File: src/pbld_pkg.sv
`timescale 1ns / 1ps
`default_nettype none
package pbld_pkg;

  localparam int COUNT_WIDTH_DEF = 16;
  localparam int TICK_W          = 16;
  localparam int LEVEL_W         = 8;
  localparam int CFG_IDX_W       = 3;
  localparam int CFG_DATA_W      = 16;
  localparam int IN_TDATA_W      = 8;
  localparam int OUT_TDATA_W     = 16;

  localparam logic [CFG_IDX_W-1:0] REG_LONG_PRESS    = 3'd0;
  localparam logic [CFG_IDX_W-1:0] REG_RAMP_INTERVAL = 3'd1;
  localparam logic [CFG_IDX_W-1:0] REG_STEP_SIZE     = 3'd2;
  localparam logic [CFG_IDX_W-1:0] REG_TURN_ON_LEVEL = 3'd3;
  localparam logic [CFG_IDX_W-1:0] REG_MIN_LEVEL     = 3'd4;
  localparam logic [CFG_IDX_W-1:0] REG_MAX_LEVEL     = 3'd5;

  localparam logic [TICK_W-1:0]  LONG_PRESS_RST    = 16'd250;
  localparam logic [TICK_W-1:0]  RAMP_INTERVAL_RST = 16'd50;
  localparam logic [LEVEL_W-1:0] STEP_SIZE_RST     = 8'd13;
  localparam logic [LEVEL_W-1:0] TURN_ON_LEVEL_RST = 8'd100;
  localparam logic [LEVEL_W-1:0] MIN_LEVEL_RST     = 8'd2;
  localparam logic [LEVEL_W-1:0] MAX_LEVEL_RST     = 8'd255;

  typedef struct packed {
    logic [TICK_W-1:0]  long_press_ticks;
    logic [TICK_W-1:0]  ramp_interval_ticks;
    logic [LEVEL_W-1:0] step_size;
    logic [LEVEL_W-1:0] turn_on_level;
    logic [LEVEL_W-1:0] min_level;
    logic [LEVEL_W-1:0] max_level;
  } cfg_t;

  typedef struct packed {
    logic               brightening;
    logic               light_on;
    logic [LEVEL_W-1:0] duty;
  } result_t;

endpackage
`default_nettype wire

File: src/pbld_cfg.sv
`timescale 1ns / 1ps
`default_nettype none
module pbld_cfg (
  input  wire logic                             clk,
  input  wire logic                             rst_n,
  input  wire logic                             cfg_we,
  input  wire logic [pbld_pkg::CFG_IDX_W-1:0]   cfg_index,
  input  wire logic [pbld_pkg::CFG_DATA_W-1:0]  cfg_wdata,
  output pbld_pkg::cfg_t                        cfg
);

  pbld_pkg::cfg_t cfg_r;
  pbld_pkg::cfg_t cfg_nxt;

  always_comb begin
    cfg_nxt = cfg_r;
    if (cfg_we) begin
      unique case (cfg_index)
        pbld_pkg::REG_LONG_PRESS:    cfg_nxt.long_press_ticks    = cfg_wdata;
        pbld_pkg::REG_RAMP_INTERVAL: cfg_nxt.ramp_interval_ticks = cfg_wdata;
        pbld_pkg::REG_STEP_SIZE:     cfg_nxt.step_size     = cfg_wdata[pbld_pkg::LEVEL_W-1:0];
        pbld_pkg::REG_TURN_ON_LEVEL: cfg_nxt.turn_on_level = cfg_wdata[pbld_pkg::LEVEL_W-1:0];
        pbld_pkg::REG_MIN_LEVEL:     cfg_nxt.min_level     = cfg_wdata[pbld_pkg::LEVEL_W-1:0];
        pbld_pkg::REG_MAX_LEVEL:     cfg_nxt.max_level     = cfg_wdata[pbld_pkg::LEVEL_W-1:0];
        default: ;
      endcase
    end
  end

  always_ff @(posedge clk) begin
    if (!rst_n) begin
      cfg_r.long_press_ticks    <= pbld_pkg::LONG_PRESS_RST;
      cfg_r.ramp_interval_ticks <= pbld_pkg::RAMP_INTERVAL_RST;
      cfg_r.step_size           <= pbld_pkg::STEP_SIZE_RST;
      cfg_r.turn_on_level       <= pbld_pkg::TURN_ON_LEVEL_RST;
      cfg_r.min_level           <= pbld_pkg::MIN_LEVEL_RST;
      cfg_r.max_level           <= pbld_pkg::MAX_LEVEL_RST;
    end else begin
      cfg_r <= cfg_nxt;
    end
  end

  assign cfg = cfg_r;

endmodule
`default_nettype wire

File: src/pbld_core.sv
`timescale 1ns / 1ps
`default_nettype none
module pbld_core #(
  parameter int COUNT_WIDTH = pbld_pkg::COUNT_WIDTH_DEF
) (
  input  wire logic       clk,
  input  wire logic       rst_n,
  input  wire logic       accept,
  input  wire logic       button_level,
  input  pbld_pkg::cfg_t  cfg,
  output pbld_pkg::result_t result
);

  localparam int CMP_W = (COUNT_WIDTH > pbld_pkg::TICK_W) ? COUNT_WIDTH : pbld_pkg::TICK_W;
  localparam int LW    = pbld_pkg::LEVEL_W;
  localparam logic [COUNT_WIDTH-1:0] CNT_MAX = {COUNT_WIDTH{1'b1}};

  logic [LW-1:0]          level_r, level_nxt;
  logic                   on_r, on_nxt;
  logic                   dir_up_r, dir_up_nxt;
  logic                   prev_r, prev_nxt;
  logic [COUNT_WIDTH-1:0] hold_r, hold_nxt;
  logic [COUNT_WIDTH-1:0] intv_r, intv_nxt;

  logic [COUNT_WIDTH-1:0] hold_inc;
  logic [COUNT_WIDTH-1:0] intv_inc;
  logic [LW:0]            up_sum;
  logic [LW:0]            floor_sum;
  logic [LW-1:0]          lvl;

  always_comb begin
    hold_inc  = (prev_r && hold_r != CNT_MAX) ? hold_r + 1'b1 : hold_r;
    intv_inc  = (intv_r != CNT_MAX) ? intv_r + 1'b1 : intv_r;
    on_nxt    = on_r;
    dir_up_nxt = dir_up_r;
    lvl       = level_r;
    hold_nxt  = hold_inc;
    if (button_level && !prev_r) begin
      hold_nxt = '0;
    end else if (!button_level && prev_r) begin
      if (CMP_W'(hold_inc) < CMP_W'(cfg.long_press_ticks)) begin
        on_nxt = !on_r;
        if (!on_r) lvl = cfg.turn_on_level;
      end else begin
        dir_up_nxt = !dir_up_r;
      end
    end
    prev_nxt = button_level;
    if (!on_nxt) lvl = '0;

    up_sum    = {1'b0, lvl} + {1'b0, cfg.step_size};
    floor_sum = {1'b0, cfg.min_level} + {1'b0, cfg.step_size};
    level_nxt = lvl;
    intv_nxt  = intv_inc;
    if (CMP_W'(intv_inc) > CMP_W'(cfg.ramp_interval_ticks)) begin
      intv_nxt = '0;
      if (on_nxt && button_level &&
          CMP_W'(hold_nxt) > CMP_W'(cfg.long_press_ticks)) begin
        if (dir_up_nxt) begin
          if (lvl < cfg.max_level)
            level_nxt = (up_sum > {1'b0, cfg.max_level}) ? cfg.max_level : up_sum[LW-1:0];
        end else begin
          if (lvl > cfg.min_level)
            level_nxt = ({1'b0, lvl} < floor_sum) ? cfg.min_level : lvl - cfg.step_size;
        end
      end
    end
  end

  always_ff @(posedge clk) begin
    if (!rst_n) begin
      level_r  <= '0;
      on_r     <= 1'b0;
      dir_up_r <= 1'b1;
      prev_r   <= 1'b0;
      hold_r   <= '0;
      intv_r   <= '0;
    end else if (accept) begin
      level_r  <= level_nxt;
      on_r     <= on_nxt;
      dir_up_r <= dir_up_nxt;
      prev_r   <= prev_nxt;
      hold_r   <= hold_nxt;
      intv_r   <= intv_nxt;
    end
  end

  assign result.duty        = level_nxt;
  assign result.light_on    = on_nxt;
  assign result.brightening = dir_up_nxt;

endmodule
`default_nettype wire

File: src/pbld_outreg.sv
`timescale 1ns / 1ps
`default_nettype none
module pbld_outreg (
  input  wire logic          clk,
  input  wire logic          rst_n,
  input  wire logic          in_valid,
  output logic               in_ready,
  input  pbld_pkg::result_t  in_result,
  output logic               out_valid,
  input  wire logic          out_ready,
  output pbld_pkg::result_t  out_result
);

  logic              valid_r, valid_nxt;
  pbld_pkg::result_t data_r;

  assign in_ready  = !valid_r || out_ready;
  assign valid_nxt = in_ready ? in_valid : valid_r;

  always_ff @(posedge clk) begin
    if (!rst_n) begin
      valid_r <= 1'b0;
    end else begin
      valid_r <= valid_nxt;
    end
  end

  always_ff @(posedge clk) begin
    if (in_ready && in_valid) data_r <= in_result;
  end

  assign out_valid  = valid_r;
  assign out_result = data_r;

endmodule
`default_nettype wire

File: src/push_button_led_dimmer_unit.sv
// channel  | dir | ports                         | contents
// ---------+-----+-------------------------------+-----------------------------------
// in       | in  | in_tvalid/in_tready/in_tdata  | one tick: button level
// out      | out | out_tvalid/out_tready/out_tdata | duty, light_on, brightening
// cfg      | in  | cfg_we/cfg_index/cfg_wdata    | register writes, no read-back
//
// One item per clock while the output is not stalled: the state update for a tick is done in the accepting cycle,
// its result sits in the output register from the cycle after.
// Synchronous active-low reset: light off, level 0, direction up, registers to defaults.
// A stalled output holds; input is taken while the output register is empty or draining.
`timescale 1ns / 1ps
`default_nettype none
module push_button_led_dimmer_unit #(
  parameter int COUNT_WIDTH = pbld_pkg::COUNT_WIDTH_DEF
) (
  input  wire logic                             clk,
  input  wire logic                             rst_n,
  input  wire logic                             in_tvalid,
  output logic                                  in_tready,
  input  wire logic [pbld_pkg::IN_TDATA_W-1:0]  in_tdata,   // [0] button_level
  output logic                                  out_tvalid,
  input  wire logic                             out_tready,
  output logic [pbld_pkg::OUT_TDATA_W-1:0]      out_tdata,  // [7:0] duty, [8] light_on, [9] brightening
  input  wire logic                             cfg_we,
  input  wire logic [pbld_pkg::CFG_IDX_W-1:0]   cfg_index,
  input  wire logic [pbld_pkg::CFG_DATA_W-1:0]  cfg_wdata
);

  pbld_pkg::cfg_t    cfg;
  pbld_pkg::result_t core_result;
  pbld_pkg::result_t out_result;
  logic              accept;

  assign accept = in_tvalid && in_tready;

  pbld_cfg u_cfg (
    .clk       (clk),
    .rst_n     (rst_n),
    .cfg_we    (cfg_we),
    .cfg_index (cfg_index),
    .cfg_wdata (cfg_wdata),
    .cfg       (cfg)
  );

  pbld_core #(.COUNT_WIDTH(COUNT_WIDTH)) u_core (
    .clk          (clk),
    .rst_n        (rst_n),
    .accept       (accept),
    .button_level (in_tdata[0]),
    .cfg          (cfg),
    .result       (core_result)
  );

  pbld_outreg u_outreg (
    .clk        (clk),
    .rst_n      (rst_n),
    .in_valid   (in_tvalid),
    .in_ready   (in_tready),
    .in_result  (core_result),
    .out_valid  (out_tvalid),
    .out_ready  (out_tready),
    .out_result (out_result)
  );

  assign out_tdata = {{(pbld_pkg::OUT_TDATA_W - $bits(pbld_pkg::result_t)){1'b0}}, out_result};

`ifndef NO_ASSERTIONS
  a_off_dark: assert property (@(posedge clk) disable iff (!rst_n)
    out_tvalid && !out_tdata[8] |-> out_tdata[7:0] == '0)
    else $error("light off but duty nonzero");

  a_ready: assert property (@(posedge clk) disable iff (!rst_n)
    in_tready == (!out_tvalid || out_tready))
    else $error("input ready does not follow output register");

  a_reset: assert property (@(posedge clk)
    !rst_n |=> !out_tvalid)
    else $error("output valid after reset");
`endif

endmodule
`default_nettype wire

File: config.mk
export PLATFORM = sky130hd
export DESIGN_NAME = push_button_led_dimmer_unit
export DESIGN_NICKNAME = d
export VERILOG_FILES = /design/src/pbld_pkg.sv /design/src/pbld_cfg.sv /design/src/pbld_core.sv /design/src/pbld_outreg.sv /design/src/push_button_led_dimmer_unit.sv
export SDC_FILE = /design/constraint.sdc
export NUM_CORES = 1
export LEC_CHECK = 0
export BUFFER_PORTS_ARGS = -buffer_cell sky130_fd_sc_hd__buf_4
export CORE_MARGIN = 4
export CORE_UTILIZATION = 55
export DETAILED_ROUTE_END_ITERATION = 10
export MAX_ROUTING_LAYER = met4
export PLACE_DENSITY = 0.8
export SETUP_SLACK_MARGIN = 0.1
export SLEW_MARGIN = 10
export SYNTH_ARGS = -nofsm -noshare
export SYNTH_HDL_FRONTEND = slang
export SYNTH_SLANG_ARGS = --single-unit
File: constraint.sdc
create_clock -name clk -period 8.3 [get_ports clk]
set_input_delay 0.83 -clock clk [delete_from_list [all_inputs] [get_ports clk]]
set_output_delay 0.83 -clock clk [all_outputs]
set_load 0.05 [all_outputs]
==> key figures, run 1 <==
Placed design
  – I/O Buffers: 36
  – Final GP Congestion: 0.9431
  – DP HPWL: 15.00 mm
  – Placed instance area: 8798 sq um
  – Cells after DPL: 1,223

Setup path
  – Setup crit start kind: register
  – CP Launch Point: u_core.hold_r[0]
  – Levels on crit path: 31
  – Worst setup path class: register to register
  – Crit path buffers/inverters: 2
  – R2r worst-path depth: 31
  – Critical-path top delay cell: a221oi_1
  – Reg-to-reg startpoint: u_core.hold_r[0]
  – Critical Path AT: 7710 ps
  – Worst r2r dst: u_outreg.out_result[0]
  – Crit-path max FO: 12
  – Reg2Reg Setup Slack: 760 ps
  – Slowest Stage Delay on Critical Path: 460 ps
  – Critical Path End: u_outreg.out_result[0]
  – Critical Path RT: 8470 ps
  – Worst setup EP type: register
  – Worst path top cell family by delay: compound AO/OA/AOI/OAI gates

Final layout
  – Non-filler cells, final: 1,255
  – Final instance area: 9403 sq um
  – Fin nets: 1,195
  – Finished Core Util: 0.6373
  – Synth-to-layout area growth: 11.66%
  – ANT cells: 0
  – Proportion of layout cells with a drive suffix above 1: 0.09150

STA
  – Max-slew violation count: 0
  – RSZ-0062 raised after global routing: no
  – Slew headroom: 0.2044
  – Slew @ Worst Pin: 1189 ps
  – Fin. Hold Viols: 0
  – Setup TNS: 0 ps
  – Fin crit period: 7544 ps
  – Final clock skew: 8.640 ps
  – Fmax: 132.6 MHz
  – Final Setup Violations: 0
  – Period utilisation layout: 0.9089

Route
  – Drt first pass iters: 5
  – Vias: 7,313
  – Detail Route Antenna Nets: 0
  – Drt drc: 0
  – Routed WL: 20.86 mm
  – Average wire per standard cell: 16.62 um
  – Iteration-0 DRC Markers: 637
  – Vias per std cell: 5.827

Yosys
  – Fraction of registers with async set/reset: 0
  – Synth area leader: dfxtp_1
  – Distinct cells, synth: 68
  – Top cells by count, synth: nand2_1, dfxtp_1, ha_1, inv_1, a21boi_0
  – Cell Area, Synth: 8421 sq um
  – Synth Flop Type: dfxtp_1
  – Cells after synthesis: 1,033
  – Most common cell in the synthesized netlist: nand2_1
  – Top post-synthesis cells by area: dfxtp_1, ha_1, nand2_1, a21boi_0, xnor2_1
  – Yosys top cell area share: 0.2568
  – #FFs+latches synth: 118
  – Count of flip-flops with a built-in enable after synthesis: 10
  – Register area share after synthesis: 0.2924
  – Synth Warn #: 0
  – Syn avg cell area: 8.152 sq um

Global routing
  – First-pass GRT wire length: 34.31 mm
  – Vias in the first global route: 6,872
  – Total grt overflow: 0
  – Largest net degree at the start of global routing: 109
  – Initial antenna violation count: 0
  – All-layer global routing usage: 0.2493

Clocking
  – Clock latency on the worst-skew pair: 430 ps
  – Clock sinks: 118
  – # H-tree levels: 4
  – Clock transition at the registers of the reported paths: 60 ps
  – Root Buffer: clkbuf_16
  – CTS buffer count: 17
  – Clock Tree Buf Depth: 2
  – CTS tree: yes

Floorplanning
  – Die area: 17,350 sq um
  – DIE WIDTH: 131.7 um
  – Top-level port count: 50
  – Chip height: 131.7 um
  – Initial Util: 0.5707
  – Num rows: 44
  – Floorplan Core Area: 14,750 sq um

Job
  – Max-cap violations: 0

Pwr
  – Power Density: 159.2 nW/um^2
  – Maximum vdd drop: 0.0001720 V
  – Leakage Power: 3.991 nW

Outcome
  – Run status: completed

Min path
  – HP Class: register to register
-- worst reg2reg max path: cells and delay by family (launching register included) --
kind	cells	cell delay (ps)
fa+ha+maj	4	1130
compound gates	13	2670
simple gates	9	1810
flops	1	360
buf+inv	2	470
mux	1	190
xor+xnor	2	640
-- layer usage --
metal	track usage	up-vias	routed length, um
met1	0.3327	3377	9833
met2	0.3788	226	9296
met5	-	-	0
met4	0.07818	0	442
li1	-	3672	-
met3	0.05458	38	1285
-- state kept, by name (all words and copies together), names as in the netlist, 8 cells and up --
| register | flops |
|---|---|
| u_core.intv_r | 16 |
| u_core.hold_r | 16 |
| u_outreg.out_result | 10 |
| u_core.level_r | 8 |
| u_cfg.cfg | 64 |
-- report_power, final --
| group | switching [W] | internal [W] | leakage, nW | total (W) |
|---|---|---|---|---|
| clock | 0.000290 | 0.000449 | 0.289 | 0.000739 |
| sequential | 0.0000100 | 0.000589 | 0.974 | 0.000599 |
| combinational | 0.000102 | 0.0000568 | 2.73 | 0.000159 |
| total | 0.000402 | 0.00109 | 3.99 | 0.00150 |
-- layout by cell type, fill, tap and decap left out, drive strengths merged, types with 10 or more instances in the layout --
cell type and count:
a21o 10, a21oi 34, nand3 41, buf 43, a22oi 13, edfxtp 10
and2 21, xor2 11, nand4 22, ha 102, xnor2 35, nor2 35
a21boi 65, o211ai 26, o21ai 38, nor2b 27, nand2 185, dfxtp 108
a31oi 12, clkbuf 20, inv 83
-- cells by family (layout without fill, tap and decap cells) --
family,after synthesis,in the layout,synth area share
AOI/OAI and AO/OA,253,253,0.2094
xor gates and xnor gates,46,46,0.04784
adders and majority gates,105,105,0.1587
buffers and inverters,120,153,0.05899
DFF,118,118,0.2924
muxes,14,14,0.01783
other,1,6,0.0004453
and+or+nand+nor,376,376,0.2144
-- what timing repair did --
item | in CTS | in global routing
setup buffers | 0 | 0
hold buffers | 0 | 0
resized for setup | 0 | 1
endpoints found under the setup margin | 0 | 4
-- cell type report --
| cell class | count | area, sq um |
|---|---|---|
| Clock buffer | 20 | 478.0 |
| Sequential cell | 118 | 2462 |
| Tap cell | 184 | 230.2 |
| Timing Repair Buffer | 43 | 322.8 |
| Clock inverter | 12 | 115.1 |
| Multi-Input combinational cell | 800 | 5502 |
| Inverter | 78 | 292.8 |
| Fill cell | 1232 | 5351 |
-- how the worst min path moves through the flow --
stage / start / endpoint / slack (ps) / depth (start not counted)
6_report: u_cfg.cfg[39] / u_cfg.cfg[39] / 460 / 2
5_1_grt: u_cfg.cfg[39] / u_cfg.cfg[39] / 490 / 2
4_1_cts: u_cfg.cfg[61] / u_cfg.cfg[61] / 470 / 2
3_5_place_dp: u_cfg.cfg[22] / u_cfg.cfg[22] / 450 / 2
3_3_place_gp: u_cfg.cfg[18] / u_cfg.cfg[18] / 450 / 2
2_1_floorplan: u_cfg.cfg[18] / u_cfg.cfg[18] / 440 / 2
-- stage by stage --
step | total power, W | setup slack, ps | hold WS, ps
2_1_floorplan | 0.0007191 | 1502 | 440.4
3_3_place_gp | 0.0007636 | 840.8 | 452.4
3_5_place_dp | 0.0007669 | 775.1 | 453.9
4_1_cts | 0.001501 | 753.1 | 468.2
5_1_grt | 0.001543 | 216.4 | 486.4
6_report | 0.001497 | 756.5 | 465.0
No activity file was read; power rests on OpenSTA's default activity.
==> inputs of run 2 (changes only) <==
Clock period 8.3 ns to 7.1 ns, I/O delays scaled along.
==> run 2 against run 1 <==
Effect of this change:
- clock skew hardly changed
- largest power group unchanged
- final area increased by 2.3%
- sequential power up 17%
- sequential cell count is the same
- clock power rose by 12%
- fmax up 13%
- non-clock buffer count rose by 23
- critical path type unchanged
- register-to-register slack got worse by 360 ps
- highest routed layer unchanged
==> key figures, run 2 (synthesized netlist as in run 1, its figures left out) <==
Route
  – Vias: 7,565
  – Drt drc: 0
  – Vias per std cell: 5.919
  – Drt first pass iters: 5
  – Detail Route Antenna Nets: 0
  – Iteration-0 DRC Markers: 811
  – Average wire per standard cell: 17.21 um
  – Routed WL: 21.99 mm

STA
  – Final worst setup slack: 395.4 ps
  – Final hold slack: 465.6 ps
  – Max-slew violation count: 0
  – Final Setup Violations: 0
  – Fin crit period: 6705 ps
  – Fmax: 149.2 MHz
  – Period utilisation layout: 0.9443
  – Slew headroom: 0.1957
  – Final clock skew: 8.568 ps
  – Slew @ Worst Pin: 1202 ps
  – Fin. Hold Viols: 0

Final layout
  – ANT cells: 0
  – Finished Core Util: 0.6517
  – Largest register FFs: 64
  – Final instance area: 9615 sq um
  – Synth-to-layout area growth: 14.19%
  – Fin nets: 1,218
  – Proportion of layout cells with a drive suffix above 1: 0.1179
  – Commonest non-fill, non-tap cell in the layout: nand2_1
  – Commonest cells after routing, fill and taps aside: nand2_1, dfxtp_1, ha_1

Placed design
  – Placed instance area: 8904 sq um
  – Final GP Congestion: 0.9985
  – DP HPWL: 15.61 mm
  – Setup WS pre-CTS: 86.54 ps
  – I/O Buffers: 36

Global routing
  – Initial antenna violation count: 0
  – Largest net degree at the start of global routing: 109
  – Met2 GRT Util: 0.3968
  – M3 GR Usage: 0.04389
  – Vias in the first global route: 7,155
  – Met1 Usage GRT: 0.3385
  – Total grt overflow: 0
  – All-layer global routing usage: 0.2559
  – First-pass GRT wire length: 35.52 mm
  – Most Used Layer, Global Route: met2

Setup path
  – Critical Path AT: 6860 ps
  – Worst setup path class: register to register
  – Critical-path top delay cell: fa_1
  – Worst path top cell family by delay: compound AO/OA/AOI/OAI gates
  – Most frequent CP cell: a21oi_1
  – Slowest Stage Delay on Critical Path: 430 ps
  – Crit-path max FO: 11
  – Critical Path RT: 7250 ps
  – Setup crit start kind: register
  – Crit path buffers/inverters: 2
  – Worst setup EP type: register

Pwr
  – Maximum vdd drop: 0.0001804 V
  – Leakage Power: 4.140 nW
  – Int Pwr: 0.001278 W
  – Power Density: 179.1 nW/um^2
  – Psw: 0.0004436 W
  – Net Sw Frac: 0.2576
  – Combinational power share: 0.114
  – Clock power frac: 0.479
  – Total power: 0.001722 W
  – Flop pwr share: 0.407

Floorplanning
  – Num rows: 44
  – Floorplan Core Area: 14,750 sq um
  – Top-level port count: 50
  – Initial Util: 0.5707
  – DIE WIDTH: 131.7 um
  – Die area: 17,350 sq um
  – Chip height: 131.7 um

Clocking
  – # H-tree levels: 4
  – Clock latency on the worst-skew pair: 420 ps
  – CTS buffer count: 17
  – Clock Tree Buf Depth: 2
  – Clock sinks: 118
  – Clock transition at the registers of the reported paths: 60 ps
  – CTS tree: yes
  – Root Buffer: clkbuf_16

Min path
  – HP Class: register to register

Outcome
  – Run status: completed

Job
  – Max-cap violations: 0
## run 2: final timing paths
path	cells after the start	start	to	slack (ps)
worst max-delay path	30	u_core.hold_r[0]	u_outreg.out_result[2]	400
worst min register to register	2	u_cfg.cfg[60]	u_cfg.cfg[60]	470
worst min-delay path	2	u_cfg.cfg[60]	u_cfg.cfg[60]	470
worst max register to register	30	u_core.hold_r[0]	u_outreg.out_result[2]	400
## run 2: worst register-to-register path: cells and delay by family (launching register included)
kind | cells | cell delay [ps]
adders and majority gates | 4 | 1250
AOI/OAI and AO/OA | 12 | 2220
buffers and inverters | 2 | 430
DFF | 1 | 360
xor gates and xnor gates | 2 | 370
muxes | 1 | 280
and+or+nand+nor | 9 | 1530
## run 2: through the flow
stage               setup TNS, ps  instances
finish                          0       1278
CTS                             0       1269
detailed placement              0       1237
floorplan                       0       1038
global placement                0       1237
global route               -173.0       1278
## run 2: area by class of cell
cell class	count	area [sq um]
well taps	184	230.2
repair buffers	66	495.5
flip-flops and latches	118	2464
multi-input cells	800	5570
fillers	1207	5139
clock buffers	25	495.5
clock inverters	7	67.56
inverters	78	292.8
## run 2: power groups by stage
| stage | registers, W | logic (W) | clock network [W] |
|---|---|---|---|
| after floorplan | 0.000722 | 0.000119 | 0 |
| after global placement | 0.000714 | 0.000181 | 0 |
| after detailed placement | 0.000715 | 0.000185 | 0 |
| after CTS | 0.000701 | 0.000188 | 0.000830 |
| after global routing | 0.000703 | 0.000213 | 0.000866 |
| final | 0.000701 | 0.000196 | 0.000825 |
## run 2: what timing repair did
item                       CTS  global route
pin swaps                    0             6
resized for setup            2            14
setup endpoints to repair    2            16
setup buffers                0             9
hold buffers                 0             0
## run 2: routing by layer
| layer | routed length [um] | up-vias |
|---|---|---|
| met4 | 573 | 0 |
| met1 | 10180 | 3593 |
| met2 | 10040 | 222 |
| met5 | 0 | - |
| met3 | 1199 | 46 |
| li1 | - | 3704 |
==> inputs of run 3 (changes only) <==
Settings changed: ABC_AREA set to 1.
==> run 3 against run 2 <==
Effect of this change:
- largest power group unchanged
- first-iteration DRC count shrank 15%
- setup slack worse by 110 ps
- critical endpoint is now u_outreg.out_result[7]
- highest routed layer unchanged
- fmax fell by 1.6%
- largest cell class unchanged
==> key figures, run 3 <==
Final layout
  – Largest register FFs: 64
  – Proportion of layout cells with a drive suffix above 1: 0.1473
  – FILL cells: 1,259
  – Reg area: 2466 sq um
  – Commonest non-fill, non-tap cell in the layout: nand2_1
  – ANT cells: 0
  – Fin nets: 1,339
  – Commonest cells after routing, fill and taps aside: nand2_1, inv_1, a21oi_1
  – Footprint of the multi-input gates: 5275 sq um
  – Synth-to-layout area growth: 15.19%
  – Final instance area: 9633 sq um

Global routing
  – Vias in the first global route: 7,105
  – All-layer global routing usage: 0.2504
  – First-pass GRT wire length: 34.78 mm
  – Initial antenna violation count: 0
  – Total grt overflow: 0
  – Largest net degree at the start of global routing: 80

Pwr
  – Power Density: 190.5 nW/um^2
  – Clock power frac: 0.433
  – Total power: 0.001835 W
  – Psw: 0.0005552 W
  – Net Sw Frac: 0.3026
  – Leakage Power: 4.690 nW
  – Maximum vdd drop: 0.0002014 V
  – Flop pwr share: 0.389
  – Int Pwr: 0.001280 W
  – Combinational power share: 0.179

Setup path
  – Crit-path max FO: 8
  – Critical Path AT: 7000 ps
  – Worst setup path class: register to register
  – Critical Path RT: 7280 ps
  – Setup crit start kind: register
  – Critical-path top delay cell: a221o_1
  – Worst setup EP type: register
  – Slowest Stage Delay on Critical Path: 380 ps

Floorplanning
  – DIE WIDTH: 131.3 um
  – Chip height: 131.3 um
  – Top-level port count: 50
  – Num rows: 44
  – Die area: 17,240 sq um
  – Initial Util: 0.5689
  – Floorplan Core Area: 14,700 sq um

Yosys
  – Top cells by count, synth: nand2_1, inv_1, a21oi_1, dfxtp_1, ha_1
  – Distinct cells, synth: 52
  – Synth Flop Type: dfxtp_1
  – Cells after synthesis: 1,162
  – Register area share after synthesis: 0.2944
  – Synth area leader: dfxtp_1
  – Most common cell in the synthesized netlist: nand2_1
  – Yosys top cell area share: 0.2585
  – Cell Area, Synth: 8363 sq um
  – Syn avg cell area: 7.197 sq um
  – Fraction of registers with async set/reset: 0
  – Count of flip-flops with a built-in enable after synthesis: 10
  – Top post-synthesis cells by area: dfxtp_1, ha_1, nand2_1, inv_1, a21oi_1
  – #FFs+latches synth: 118
  – Synth Warn #: 0

Route
  – Iteration-0 DRC Markers: 691
  – Detail Route Antenna Nets: 0
  – Drt drc: 0
  – Drt first pass iters: 7
  – Routed WL: 21.57 mm
  – Average wire per standard cell: 15.42 um
  – Vias per std cell: 5.564
  – Vias: 7,784

Clocking
  – Clock latency on the worst-skew pair: 430 ps
  – # H-tree levels: 4
  – CTS Hold Bufs: 0
  – Clock transition at the registers of the reported paths: 60 ps
  – CTS buffer count: 17
  – CTS tree: yes
  – Clock Tree Buf Depth: 2
  – Root Buffer: clkbuf_16
  – Clock sinks: 118

STA
  – Fin crit period: 6815 ps
  – Setup TNS: 0 ps
  – Max-slew violation count: 0
  – Final clock skew: 12.51 ps
  – Slew headroom: 0.2816
  – Final Setup Violations: 0
  – Period utilisation layout: 0.9599
  – Fin. Hold Viols: 0
  – Slew @ Worst Pin: 1074 ps
  – Fmax: 146.7 MHz

Placed design
  – Final GP Congestion: 0.9354
  – DP HPWL: 15.05 mm
  – Placed instance area: 8788 sq um
  – I/O Buffers: 36

Job
  – Max-cap violations: 0

Outcome
  – Run status: completed

Min path
  – HP Class: register to register
-- run 3: cell count changes in the layout (fill, tap and decap cells not counted), moves of 20 or more --
cell	delta
and2_1	-21
xnor2_1	-23
inv_1	+95
a21boi_0	-65
a21oi_1	+88
nor2b_1	-26
nor2_1	+54
nand2_2	+20
o21ai_0	+42
-- run 3: cell type report --
class                   instances  area share
well taps                     184     0.02390
multi-input cells             830      0.5476
clock inverters                11    0.008053
repair buffers                 53     0.04442
clock buffers                  21     0.04884
inverters                     182     0.07118
flip-flops and latches        118      0.2560
-- run 3: metrics by stage --
stage	setup slack (ps)	util	cells	hold WS (ps)
6_report	284.8	0.6553	1399	464.6
2_1_floorplan	770.8	-	1167	429.8
5_1_grt	-82.77	0.6553	1399	480.7
4_1_cts	124.2	0.6365	1391	458.2
3_3_place_gp	259.0	0.5979	1359	440.9
3_5_place_dp	31.23	0.5979	1359	444.3
-- run 3: worst paths after layout --
path / endpoint / cells past startpoint / slack (ps) / startpoint
worst min-delay path: u_cfg.cfg[47] / 2 / 460 / u_cfg.cfg[47]
worst max-delay path: u_outreg.out_result[7] / 42 / 280 / u_core.hold_r[0]
worst max register to register: u_outreg.out_result[7] / 42 / 280 / u_core.hold_r[0]
worst min register to register: u_cfg.cfg[47] / 2 / 460 / u_cfg.cfg[47]
-- run 3: logic make-up (layout without fill, tap and decap cells) --
logic type | count (synthesis) | after routing | share of synthesized area
and+or+nand+nor | 400 | 400 | 0.2047
AOI/OAI and AO/OA | 277 | 277 | 0.1920
buffers and inverters | 219 | 267 | 0.1025
DFF | 118 | 118 | 0.2944
adders and majority gates | 105 | 105 | 0.1598
xor gates and xnor gates | 42 | 42 | 0.04623
other | 1 | 6 | 0.0004484
-- run 3: power by group through the flow --
stage	Sequential [W]	Combinational, W	Clock [W]
finish	0.000713	0.000328	0.000794
global route	0.000716	0.000363	0.000828
CTS	0.000712	0.000308	0.000797
detailed placement	0.000726	0.000304	0
global placement	0.000725	0.000298	0
floorplan	0.000738	0.000211	0
-- run 3: worst max-delay path: cells and delay by family, from the launching register on --
family          cells  cell delay (ps)
compound gates      9             1500
xor+xnor            2              380
fa+ha+maj           4             1130
buf+inv             7              580
flops               1              360
simple gates       20             2600
-- run 3: per-layer routing --
layer,GRT usage,vias to the layer above,routed length [um]
met5,-,-,0
met4,0.06301,0,451
met3,0.04969,41,1563
met2,0.3787,291,9464
met1,0.3461,3545,10090
li1,-,3907,-
-- run 3: timing repair --
item | 4_1_cts | 5_1_grt
endpoints found under the setup margin | 12 | 16
cloned | 0 | 1
pin swaps | 0 | 33
gates resized for setup | 3 | 59
buffers inserted | 0 | 7
